==> src/rtl/brightness_curve_to_pwm_defines.svh <==
`ifndef BRIGHTNESS_CURVE_TO_PWM_DEFINES_SVH
`define BRIGHTNESS_CURVE_TO_PWM_DEFINES_SVH

// Same-cycle check: when ante holds, cons must hold on that clock edge.
`define BCP_ASSERT_NOW(label, ante, cons, msg) \
  label: assert property (@(posedge clk) disable iff (rst) (ante) |-> (cons)) \
    else $error(msg);

// Next-cycle check: when ante holds, cons must hold on the following edge.
`define BCP_ASSERT_NEXT(label, ante, cons, msg) \
  label: assert property (@(posedge clk) disable iff (rst) (ante) |=> (cons)) \
    else $error(msg);

`endif

==> src/rtl/bcp_pkg.sv <==
`timescale 1ns / 1ps

package bcp_pkg;

  localparam int FRAC_W = 8;
  localparam int LEVEL_IN_W = 16;
  localparam int LVL_W = 15;
  localparam int IDX_W = 7;
  localparam int BYTE_W = 8;
  localparam int ROM_W = 10;
  localparam int TABLE_DEPTH = 101;

  localparam logic [IDX_W-1:0] TOP_INDEX = 7'd100;
  localparam logic [BYTE_W-1:0] DISABLE_MARK = 8'hFF;
  localparam logic [BYTE_W-1:0] RESET_BYTE = 8'hFF;

  localparam int LIMIT_INT = 100 * (2 ** FRAC_W);
  localparam logic [LEVEL_IN_W-1:0] LEVEL_LIMIT = LEVEL_IN_W'(LIMIT_INT);

  localparam logic OP_CONVERT = 1'b0;
  localparam logic OP_LOAD = 1'b1;

  // Translation interpolation result, in units of 2^-FRAC_W of a table byte.
  localparam int XL_W = BYTE_W + FRAC_W;

  // Scaling by 100/255: multiply by 100*floor(2^23/255), shift right 23,
  // then correct the quotient upward by at most one.
  localparam int SCALE_MUL = 100;
  localparam int SCALE_DIV = 255;
  localparam int RECIP_SHIFT = 23;
  localparam int RECIP = SCALE_MUL * ((2 ** RECIP_SHIFT) / SCALE_DIV);
  localparam int RECIP_W = 22;
  localparam int PROD_W = XL_W + RECIP_W;
  localparam int SCALED_W = XL_W + 7;

  // Calibration interpolation result, in units of 2^-FRAC_W of a ROM step.
  localparam int CAL_W = ROM_W + FRAC_W;

  localparam logic [ROM_W-1:0] CAL_ROM [0:TABLE_DEPTH-1] = '{
    10'd119, 10'd199, 10'd265, 10'd325, 10'd376, 10'd421, 10'd462, 10'd498,
    10'd528, 10'd559, 10'd584, 10'd607, 10'd629, 10'd650, 10'd668, 10'd683,
    10'd700, 10'd714, 10'd727, 10'd740, 10'd752, 10'd763, 10'd773, 10'd783,
    10'd792, 10'd801, 10'd809, 10'd817, 10'd824, 10'd831, 10'd837, 10'd844,
    10'd850, 10'd856, 10'd861, 10'd866, 10'd871, 10'd876, 10'd881, 10'd885,
    10'd890, 10'd894, 10'd898, 10'd902, 10'd905, 10'd909, 10'd912, 10'd916,
    10'd919, 10'd922, 10'd925, 10'd928, 10'd931, 10'd933, 10'd936, 10'd938,
    10'd941, 10'd943, 10'd946, 10'd948, 10'd950, 10'd952, 10'd954, 10'd956,
    10'd958, 10'd960, 10'd962, 10'd964, 10'd966, 10'd967, 10'd969, 10'd971,
    10'd972, 10'd974, 10'd975, 10'd977, 10'd978, 10'd980, 10'd981, 10'd982,
    10'd984, 10'd985, 10'd986, 10'd988, 10'd989, 10'd990, 10'd991, 10'd992,
    10'd993, 10'd995, 10'd996, 10'd997, 10'd998, 10'd999, 10'd1000, 10'd1001,
    10'd1002, 10'd1003, 10'd1004, 10'd1004, 10'd1005
  };

  typedef struct packed {
    logic [IDX_W-1:0]  lo;
    logic [IDX_W-1:0]  hi;
    logic [FRAC_W-1:0] frac;
  } split_t;

  typedef struct packed {
    logic [LVL_W-1:0]  level;
    logic [FRAC_W-1:0] frac;
  } conv_ctx_t;

  typedef struct packed {
    logic [BYTE_W-1:0] lo_byte;
    logic [BYTE_W-1:0] hi_byte;
    logic              xlate_on;
  } table_rd_t;

  typedef struct packed {
    logic [LVL_W-1:0] level;
    logic [LVL_W-1:0] trans;
  } level_pair_t;

  // Integer part picks the lower point; the upper one is the next entry, held at the top entry.
  function automatic split_t split_level(input logic [LVL_W-1:0] level);
    logic [IDX_W-1:0] ip;
    split_t s;
    ip = IDX_W'(level >> FRAC_W);
    if (ip > TOP_INDEX) begin
      ip = TOP_INDEX;
    end
    s.lo = ip;
    s.hi = (ip >= TOP_INDEX) ? TOP_INDEX : ip + IDX_W'(1);
    s.frac = level[FRAC_W-1:0];
    return s;
  endfunction

  function automatic logic [ROM_W-1:0] cal_rom_value(input logic [IDX_W-1:0] idx);
    return (idx > TOP_INDEX) ? CAL_ROM[TOP_INDEX] : CAL_ROM[idx];
  endfunction

endpackage

==> src/rtl/bcp_table.sv <==
`timescale 1ns / 1ps
`include "brightness_curve_to_pwm_defines.svh"

module bcp_table (
  input  logic                      clk,
  input  logic                      rst,
  input  logic                      wr_en,
  input  logic [bcp_pkg::IDX_W-1:0] wr_addr,
  input  logic [bcp_pkg::BYTE_W-1:0] wr_data,
  input  logic                      rd_en,
  input  logic [bcp_pkg::IDX_W-1:0] rd_addr_lo,
  input  logic [bcp_pkg::IDX_W-1:0] rd_addr_hi,
  output bcp_pkg::table_rd_t        rd
);
  import bcp_pkg::*;

  logic [BYTE_W-1:0] mem [TABLE_DEPTH];
  logic [TABLE_DEPTH-1:0] vld;
  logic entry0_on;
  logic [BYTE_W-1:0] lo_data;
  logic [BYTE_W-1:0] hi_data;
  logic lo_vld;
  logic hi_vld;
  logic xlate_on;

  // Each conversion reads its address pair in the cycle it is accepted, and
  // only one word is taken per cycle, so a read never meets a write to the
  // same entry on one edge: later reads see every earlier write.
  always_ff @(posedge clk) begin
    if (wr_en) begin
      mem[wr_addr] <= wr_data;
    end
    if (rd_en) begin
      lo_data <= mem[rd_addr_lo];
      hi_data <= mem[rd_addr_hi];
      lo_vld <= vld[rd_addr_lo];
      hi_vld <= vld[rd_addr_hi];
      xlate_on <= entry0_on;
    end
  end

  // Entries never written since reset read as the reset byte.
  always_ff @(posedge clk) begin
    if (rst) begin
      vld <= '0;
      entry0_on <= 1'b0;
    end else if (wr_en) begin
      vld[wr_addr] <= 1'b1;
      if (wr_addr == '0) begin
        entry0_on <= (wr_data != DISABLE_MARK);
      end
    end
  end

  assign rd.lo_byte = lo_vld ? lo_data : RESET_BYTE;
  assign rd.hi_byte = hi_vld ? hi_data : RESET_BYTE;
  assign rd.xlate_on = xlate_on;

  `BCP_ASSERT_NEXT(a_entry0_track, wr_en && (wr_addr == '0), entry0_on == ($past(wr_data) != DISABLE_MARK), "translation enable does not follow entry 0")

endmodule

==> src/rtl/bcp_xlate.sv <==
`timescale 1ns / 1ps
`include "brightness_curve_to_pwm_defines.svh"

module bcp_xlate (
  input  logic                 clk,
  input  logic                 rst,
  input  logic                 acc,
  input  bcp_pkg::conv_ctx_t   ctx,
  input  bcp_pkg::table_rd_t   rd,
  output logic                 in_rdy,
  output logic                 out_valid,
  input  logic                 out_ready,
  output bcp_pkg::level_pair_t out_data
);
  import bcp_pkg::*;

  logic v1, v2, v3;
  logic rdy1, rdy2, rdy3;

  logic [LVL_W-1:0] lvl1, lvl2, lvl3;
  logic [FRAC_W-1:0] frac1;
  logic ten2, ten3;
  logic [XL_W-1:0] full2;
  logic [LVL_W-1:0] q3;
  logic [SCALED_W-1:0] scaled3;

  logic up1;
  logic [BYTE_W-1:0] dmag1;
  logic [XL_W-1:0] base1, prod1, full1;
  logic [PROD_W-1:0] recip2;
  logic [SCALED_W-1:0] scaled2;
  logic [SCALED_W-1:0] rem3;
  logic [LVL_W-1:0] qc3, qsat3;

  assign rdy3 = !v3 || out_ready;
  assign rdy2 = !v2 || rdy3;
  assign rdy1 = !v1 || rdy2;
  assign in_rdy = rdy1;

  // Stage 1: exact interpolation between the two table bytes.
  always_comb begin
    up1 = rd.hi_byte >= rd.lo_byte;
    dmag1 = up1 ? (rd.hi_byte - rd.lo_byte) : (rd.lo_byte - rd.hi_byte);
    base1 = {rd.lo_byte, {FRAC_W{1'b0}}};
    prod1 = XL_W'(dmag1) * XL_W'(frac1);
    full1 = up1 ? (base1 + prod1) : (base1 - prod1);
  end

  // Stage 2: quotient estimate by reciprocal, never above the true one.
  assign recip2 = PROD_W'(full2) * PROD_W'(RECIP);
  assign scaled2 = SCALED_W'(full2) * SCALED_W'(SCALE_MUL);

  // Stage 3: one correction step and a clamp to the level limit, then choose translated or plain level.
  always_comb begin
    rem3 = scaled3 - SCALED_W'(q3) * SCALED_W'(SCALE_DIV);
    qc3 = (rem3 >= SCALED_W'(SCALE_DIV)) ? q3 + LVL_W'(1) : q3;
    qsat3 = (qc3 > LVL_W'(LEVEL_LIMIT)) ? LVL_W'(LEVEL_LIMIT) : qc3;
    out_data.level = lvl3;
    out_data.trans = ten3 ? qsat3 : lvl3;
  end

  assign out_valid = v3;

  always_ff @(posedge clk) begin
    if (rst) begin
      v1 <= 1'b0;
      v2 <= 1'b0;
      v3 <= 1'b0;
    end else begin
      if (rdy1) begin
        v1 <= acc;
      end
      if (rdy2) begin
        v2 <= v1;
      end
      if (rdy3) begin
        v3 <= v2;
      end
    end
  end

  always_ff @(posedge clk) begin
    if (rdy1 && acc) begin
      lvl1 <= ctx.level;
      frac1 <= ctx.frac;
    end
    if (rdy2) begin
      lvl2 <= lvl1;
      ten2 <= rd.xlate_on;
      full2 <= full1;
    end
    if (rdy3) begin
      lvl3 <= lvl2;
      ten3 <= ten2;
      q3 <= LVL_W'(recip2 >> RECIP_SHIFT);
      scaled3 <= scaled2;
    end
  end

  `BCP_ASSERT_NOW(a_single_correction, v3, rem3 < SCALED_W'(2 * SCALE_DIV), "reciprocal quotient is off by more than one")
  `BCP_ASSERT_NOW(a_scaled_in_range, v3 && ten3, qc3 <= LVL_W'(LEVEL_LIMIT), "translated level exceeds 100 percent")

endmodule

==> src/rtl/bcp_cal.sv <==
`timescale 1ns / 1ps
`include "brightness_curve_to_pwm_defines.svh"

module bcp_cal #(
  parameter int PWM_BITS = 10
) (
  input  logic                      clk,
  input  logic                      rst,
  input  logic                      in_valid,
  output logic                      in_rdy,
  input  bcp_pkg::level_pair_t      in_data,
  output logic                      out_valid,
  input  logic                      out_ready,
  output logic [PWM_BITS-1:0]       duty_value,
  output logic [bcp_pkg::LVL_W-1:0] reported_level,
  output logic [bcp_pkg::LVL_W-1:0] translated_level
);
  import bcp_pkg::*;

  localparam int EXT_W = CAL_W + PWM_BITS;

  logic v4, v5;
  logic rdy4, rdy5, rdy6;

  logic [LVL_W-1:0] lvl4, trans4, lvl5, trans5;
  logic [ROM_W-1:0] c5, dd5;
  logic [FRAC_W-1:0] frac5;

  split_t sp4;
  logic [ROM_W-1:0] rom_lo4, rom_hi4;
  logic [CAL_W-1:0] full5;
  logic [EXT_W-1:0] ext5;

  assign rdy6 = !out_valid || out_ready;
  assign rdy5 = !v5 || rdy6;
  assign rdy4 = !v4 || rdy5;
  assign in_rdy = rdy4;

  // Stage 4: calibration points around the level.
  always_comb begin
    sp4 = split_level(trans4);
    rom_lo4 = cal_rom_value(sp4.lo);
    rom_hi4 = cal_rom_value(sp4.hi);
  end

  // Stage 5: the calibration curve never falls, so the step is unsigned.
  always_comb begin
    full5 = {c5, {FRAC_W{1'b0}}} + CAL_W'(dd5) * CAL_W'(frac5);
    ext5 = {full5, {PWM_BITS{1'b0}}};
  end

  always_ff @(posedge clk) begin
    if (rst) begin
      v4 <= 1'b0;
      v5 <= 1'b0;
      out_valid <= 1'b0;
    end else begin
      if (rdy4) begin
        v4 <= in_valid;
      end
      if (rdy5) begin
        v5 <= v4;
      end
      if (rdy6) begin
        out_valid <= v5;
      end
    end
  end

  always_ff @(posedge clk) begin
    if (rdy4) begin
      lvl4 <= in_data.level;
      trans4 <= in_data.trans;
    end
    if (rdy5) begin
      lvl5 <= lvl4;
      trans5 <= trans4;
      c5 <= rom_lo4;
      dd5 <= rom_hi4 - rom_lo4;
      frac5 <= sp4.frac;
    end
    if (rdy6) begin
      duty_value <= ext5[EXT_W-1 -: PWM_BITS];
      reported_level <= lvl5;
      translated_level <= trans5;
    end
  end

  `BCP_ASSERT_NOW(a_rom_rising, v4, rom_hi4 >= rom_lo4, "calibration points out of order")

endmodule

==> src/rtl/brightness_curve_to_pwm.sv <==
// Throughput: one word per cycle while out_ready does not hold the output back;
// a conversion word passes through six registered pipeline stages, and the
// translation table is read at both points in the accept cycle.
// A load word writes the table in its accept cycle and gives no result.
// Reset (rst, synchronous) empties the pipeline and clears the table's valid
// bits, so every entry reads 255 and translation is off; input is held off.
`timescale 1ns / 1ps

module brightness_curve_to_pwm #(
  parameter int PWM_BITS = 10
) (
  input  logic                           clk,
  input  logic                           rst,
  input  logic                           in_valid,
  output logic                           in_ready,
  input  logic                           operation,
  input  logic [bcp_pkg::LEVEL_IN_W-1:0] level_in,
  input  logic [bcp_pkg::IDX_W-1:0]      entry_index,
  input  logic [bcp_pkg::BYTE_W-1:0]     entry_value,
  output logic                           out_valid,
  input  logic                           out_ready,
  output logic [PWM_BITS-1:0]            duty_value,
  output logic [bcp_pkg::LVL_W-1:0]      reported_level,
  output logic [bcp_pkg::LVL_W-1:0]      translated_level
);
  import bcp_pkg::*;

  logic accept;
  logic acc_conv;
  logic wr_en;
  logic [LEVEL_IN_W-1:0] level_sat;
  split_t sp;
  conv_ctx_t ctx;
  table_rd_t rd;
  logic xl_rdy;
  logic xl_valid;
  logic cal_rdy;
  level_pair_t xl_data;

  assign in_ready = xl_rdy && !rst;
  assign accept = in_valid && in_ready;
  assign acc_conv = accept && (operation == OP_CONVERT);
  // Writes beyond the last entry are dropped.
  assign wr_en = accept && (operation == OP_LOAD) && (entry_index <= TOP_INDEX);

  always_comb begin
    level_sat = (level_in > LEVEL_LIMIT) ? LEVEL_LIMIT : level_in;
    sp = split_level(LVL_W'(level_sat));
    ctx.level = LVL_W'(level_sat);
    ctx.frac = sp.frac;
  end

  bcp_table u_table (
    .clk        (clk),
    .rst        (rst),
    .wr_en      (wr_en),
    .wr_addr    (entry_index),
    .wr_data    (entry_value),
    .rd_en      (acc_conv),
    .rd_addr_lo (sp.lo),
    .rd_addr_hi (sp.hi),
    .rd         (rd)
  );

  bcp_xlate u_xlate (
    .clk       (clk),
    .rst       (rst),
    .acc       (acc_conv),
    .ctx       (ctx),
    .rd        (rd),
    .in_rdy    (xl_rdy),
    .out_valid (xl_valid),
    .out_ready (cal_rdy),
    .out_data  (xl_data)
  );

  bcp_cal #(
    .PWM_BITS (PWM_BITS)
  ) u_cal (
    .clk              (clk),
    .rst              (rst),
    .in_valid         (xl_valid),
    .in_rdy           (cal_rdy),
    .in_data          (xl_data),
    .out_valid        (out_valid),
    .out_ready        (out_ready),
    .duty_value       (duty_value),
    .reported_level   (reported_level),
    .translated_level (translated_level)
  );

endmodule
==> config.mk <==
export PLATFORM = sky130hd
export DESIGN_NAME = brightness_curve_to_pwm
export DESIGN_NICKNAME = d
export VERILOG_FILES = /design/src/rtl/bcp_pkg.sv /design/src/rtl/bcp_table.sv /design/src/rtl/bcp_xlate.sv /design/src/rtl/bcp_cal.sv /design/src/rtl/brightness_curve_to_pwm.sv
export VERILOG_INCLUDE_DIRS = /design/src /design/src/rtl
export SDC_FILE = /design/constraint.sdc
export NUM_CORES = 2
export LEC_CHECK = 0
export BUFFER_PORTS_ARGS = -buffer_cell sky130_fd_sc_hd__buf_2
export CAP_MARGIN = 20
export CELL_PAD_IN_SITES_DETAIL_PLACEMENT = 1
export CELL_PAD_IN_SITES_GLOBAL_PLACEMENT = 2
export CORE_MARGIN = 2
export CORE_UTILIZATION = 47
export DETAILED_ROUTE_END_ITERATION = 8
export PLACE_DENSITY = 0.81
export SETUP_SLACK_MARGIN = 0.15
export SLEW_MARGIN = 20
export SYNTH_ARGS = -nofsm -noshare
export SYNTH_HDL_FRONTEND = slang
export SYNTH_HIERARCHICAL = 1
export SYNTH_SLANG_ARGS = --single-unit
==> constraint.sdc <==
create_clock -name clk -period 11.2 [get_ports clk]
set_clock_uncertainty 0.05 [all_clocks]
set_input_delay 1.12 -clock clk [delete_from_list [all_inputs] [get_ports clk]]
set_output_delay 1.12 -clock clk [all_outputs]
set_load 0.02 [all_outputs]
==> out/results.ini <==
[synthesis]
synth_edf_count=1054
syn_avg_cell_area_sq_um=13.24
synthCells=5270
ys_seq_elements=1162
ys_async_sr_fraction_pct=0
synth_area_sq_um=69770
yosysUniqueCellTypes=114
ys.flop_type=edfxtp_1
syn-num-nets=5865
yosys_warnings=6
seq_area_frac_synth_pct=48.46

[placement]
dpl.hpwl_mm=150.6
gp_congestion=0.8961
port_buffers=77
place_ws_ns=1.488

[timing]
tightest_slew_ns=1.319
finalHoldViolCount=0
fin_crit_sh_pct=84.73
rsz0062_at_grt=no
setup_viol=0
slew_headroom_pct=11.83
period_needed_ns=9.490
fmaxAchievable_mhz=105.4
maxSlewViolCount=0
worst_slack_ns=1.710
fin_tns_setup_ns=0

[clock_tree]
ctsRootBufferMaster=clkbuf_16
cts_hold_buf=0
cts_tree=done
h-tree-depth=4
cts.sinks=1162
cts_inserted_buffers=131
cts_resized=0
clk_pin_slew_worst_paths_ns=0.06
post_cts_buffers=0
clkLatencyLatePin_ns=0.77
cts_max_path_buffers=3

[outcome]
status=completed

[floorplan]
design.die.area_sq_um=151500
row_count=141
dieHeight_um=389.3
start_util_pct=47.30
io_pins=78
core_sq_um=147500
die_w_um=389.3

[grt]
grt_max_degree=103
track_usage_pct=28.65
antenna_found_initial=10
first_global_vias=48840
grt_first_pass_wirelength_mm=322.4
gr-total-overflow=0

[worst_setup_path]
crit_fanout=15
slowest_delay_ns=0.60
crit_end=u_xlate/full2[15]
startpoint=u_table/lo_vld
regToRegEndpoint=u_xlate/full2[15]
endpoint_kind=flip-flop
worstSetupPathType=reg -> reg
cp_common_cell=inv_1
critical_path.slowest_cell=a21oi_2
rr_startpoint=u_table/lo_vld
r2r_slack_ns=1.71
critical_path_arrival_ns=9.95
r2r_cells=37
critPathRequiredTime_ns=11.66
cp-start-kind=flip-flop

[routing]
wl_mm=216.6
via_per_inst=6.373
drt_iter0_drc=3928
ant_nets=0
drc=0
wl_per_cell_um=29.57
dr.pass1.iters=7
vias=46690

[cells_and_area]
mostFrequentLayoutCells=edfxtp_1 (1054), inv_1 (479), nor2_1 (413)
area_delta_synth_final_pct=9.309
fin_util_pct=51.71
drive_gt1_share_pct=17.19
nets=5876
mostFrequentLayoutCell=edfxtp_1

[run]
cap_violations=0

[worst_hold_path]
hold_path.class=reg -> reg

-- layout make-up --
cell class	count	area, sq um
well taps	1930	2415
flip-flops and latches	1162	33810
multi-input cells	3341	32790
clock buffers	172	3555
clock inverters	67	750.7
diodes	9	22.52
inverters	487	1829
fillers	14700	71220
repair buffers	158	1094
-- critical path: cells and delay by family, from the launching register on --
family	cells	cell delay (ns)
AO/OA/AOI/OAI	12	2.70
XOR/XNOR	3	0.74
adder cells (fa/ha/maj)	8	3.23
buffers and inverters	6	0.32
flip-flops	1	0.53
multiplexers	1	0.25
AND/OR/NAND/NOR	7	1.42
-- per-stage QoR --
stage / hold slack [ns] / instances / area (sq um)
floorplan: 0.3503 / 5270 / 69770
global placement: 0.3506 / 7072 / 71800
detailed placement: 0.3562 / 7075 / 71830
CTS: 0.3684 / 7314 / 76130
global route: 0.3738 / 7319 / 76250
finish: 0.3672 / 7326 / 76260
-- synthesized netlist by cell type (all sizes together), types with 20 or more instances --
cell type | count | area share, %
a21o | 45 | 0.48
o21ai | 157 | 1.1
mux2 | 29 | 0.47
nor2 | 446 | 2.4
and3 | 24 | 0.22
o211ai | 30 | 0.33
o22ai | 64 | 0.57
dfxtp | 108 | 3.1
mux4 | 414 | 13
fa | 232 | 6.7
or3 | 26 | 0.24
edfxtp | 1054 | 45
a311oi | 22 | 0.29
clkbuf | 137 | 0.74
nor2b | 64 | 0.57
inv | 487 | 2.6
nor3 | 53 | 0.39
nand3 | 103 | 0.74
nand4 | 40 | 0.40
ha | 327 | 5.9
a21boi | 22 | 0.29
and2 | 118 | 1.1
xnor2 | 80 | 1.0
a21oi | 153 | 1.2
a31oi | 39 | 0.35
a22oi | 62 | 0.67
xor2 | 33 | 0.41
buf | 143 | 1.4
a211oi | 20 | 0.23
nand2 | 269 | 1.4
mux2i | 123 | 1.8
nand2b | 49 | 0.44
-- worst min-delay path by stage --
stage                     slack [ns]        startpoint  depth (start not counted)                    endpoint
after floorplan                 0.35     u_cal/lvl4[0]                          0               u_cal/lvl5[0]
after global placement          0.35  u_xlate/lvl1[14]                          0            u_xlate/lvl2[14]
after detailed placement        0.36     u_cal/lvl4[1]                          0               u_cal/lvl5[1]
after CTS                       0.37  u_cal/trans5[14]                          0  u_cal/translated_level[14]
after global routing            0.37      u_xlate/ten2                          0                u_xlate/ten3
final                           0.37      u_xlate/ten2                          0                u_xlate/ten3
-- registers in the layout, indices dropped and copies added, names as in the netlist, 16 cells and up --
register and cells:
u_xlate/full2 16, u_table/vld 101, u_xlate/scaled3 21, u_table/mem 808
-- layer usage --
layer	share of wire [%]	track usage (%)	vias up
li1	-	-	19800
met1	39	37.28	24320
met2	49	47.68	2063
met3	7.5	4.573	502
met4	4.9	12.35	4
met5	0.010	0	-
-- logic make-up (layout without fill, tap and decap cells) --
family	count (synthesis)	in the layout	share of synthesized area, %
xor gates and xnor gates	113	113	1.419
buffers and inverters	767	884	4.740
other	0	9	0
adders and majority gates	559	559	12.52
muxes	566	566	15.62
DFF	1162	1162	48.46
AOI/OAI and AO/OA	831	831	8.337
and+or+nand+nor	1272	1272	8.900
Power is left out: the tool's default activity adds up to more than one toggle a clock period on the data nets, which glitch-free logic cannot reach.
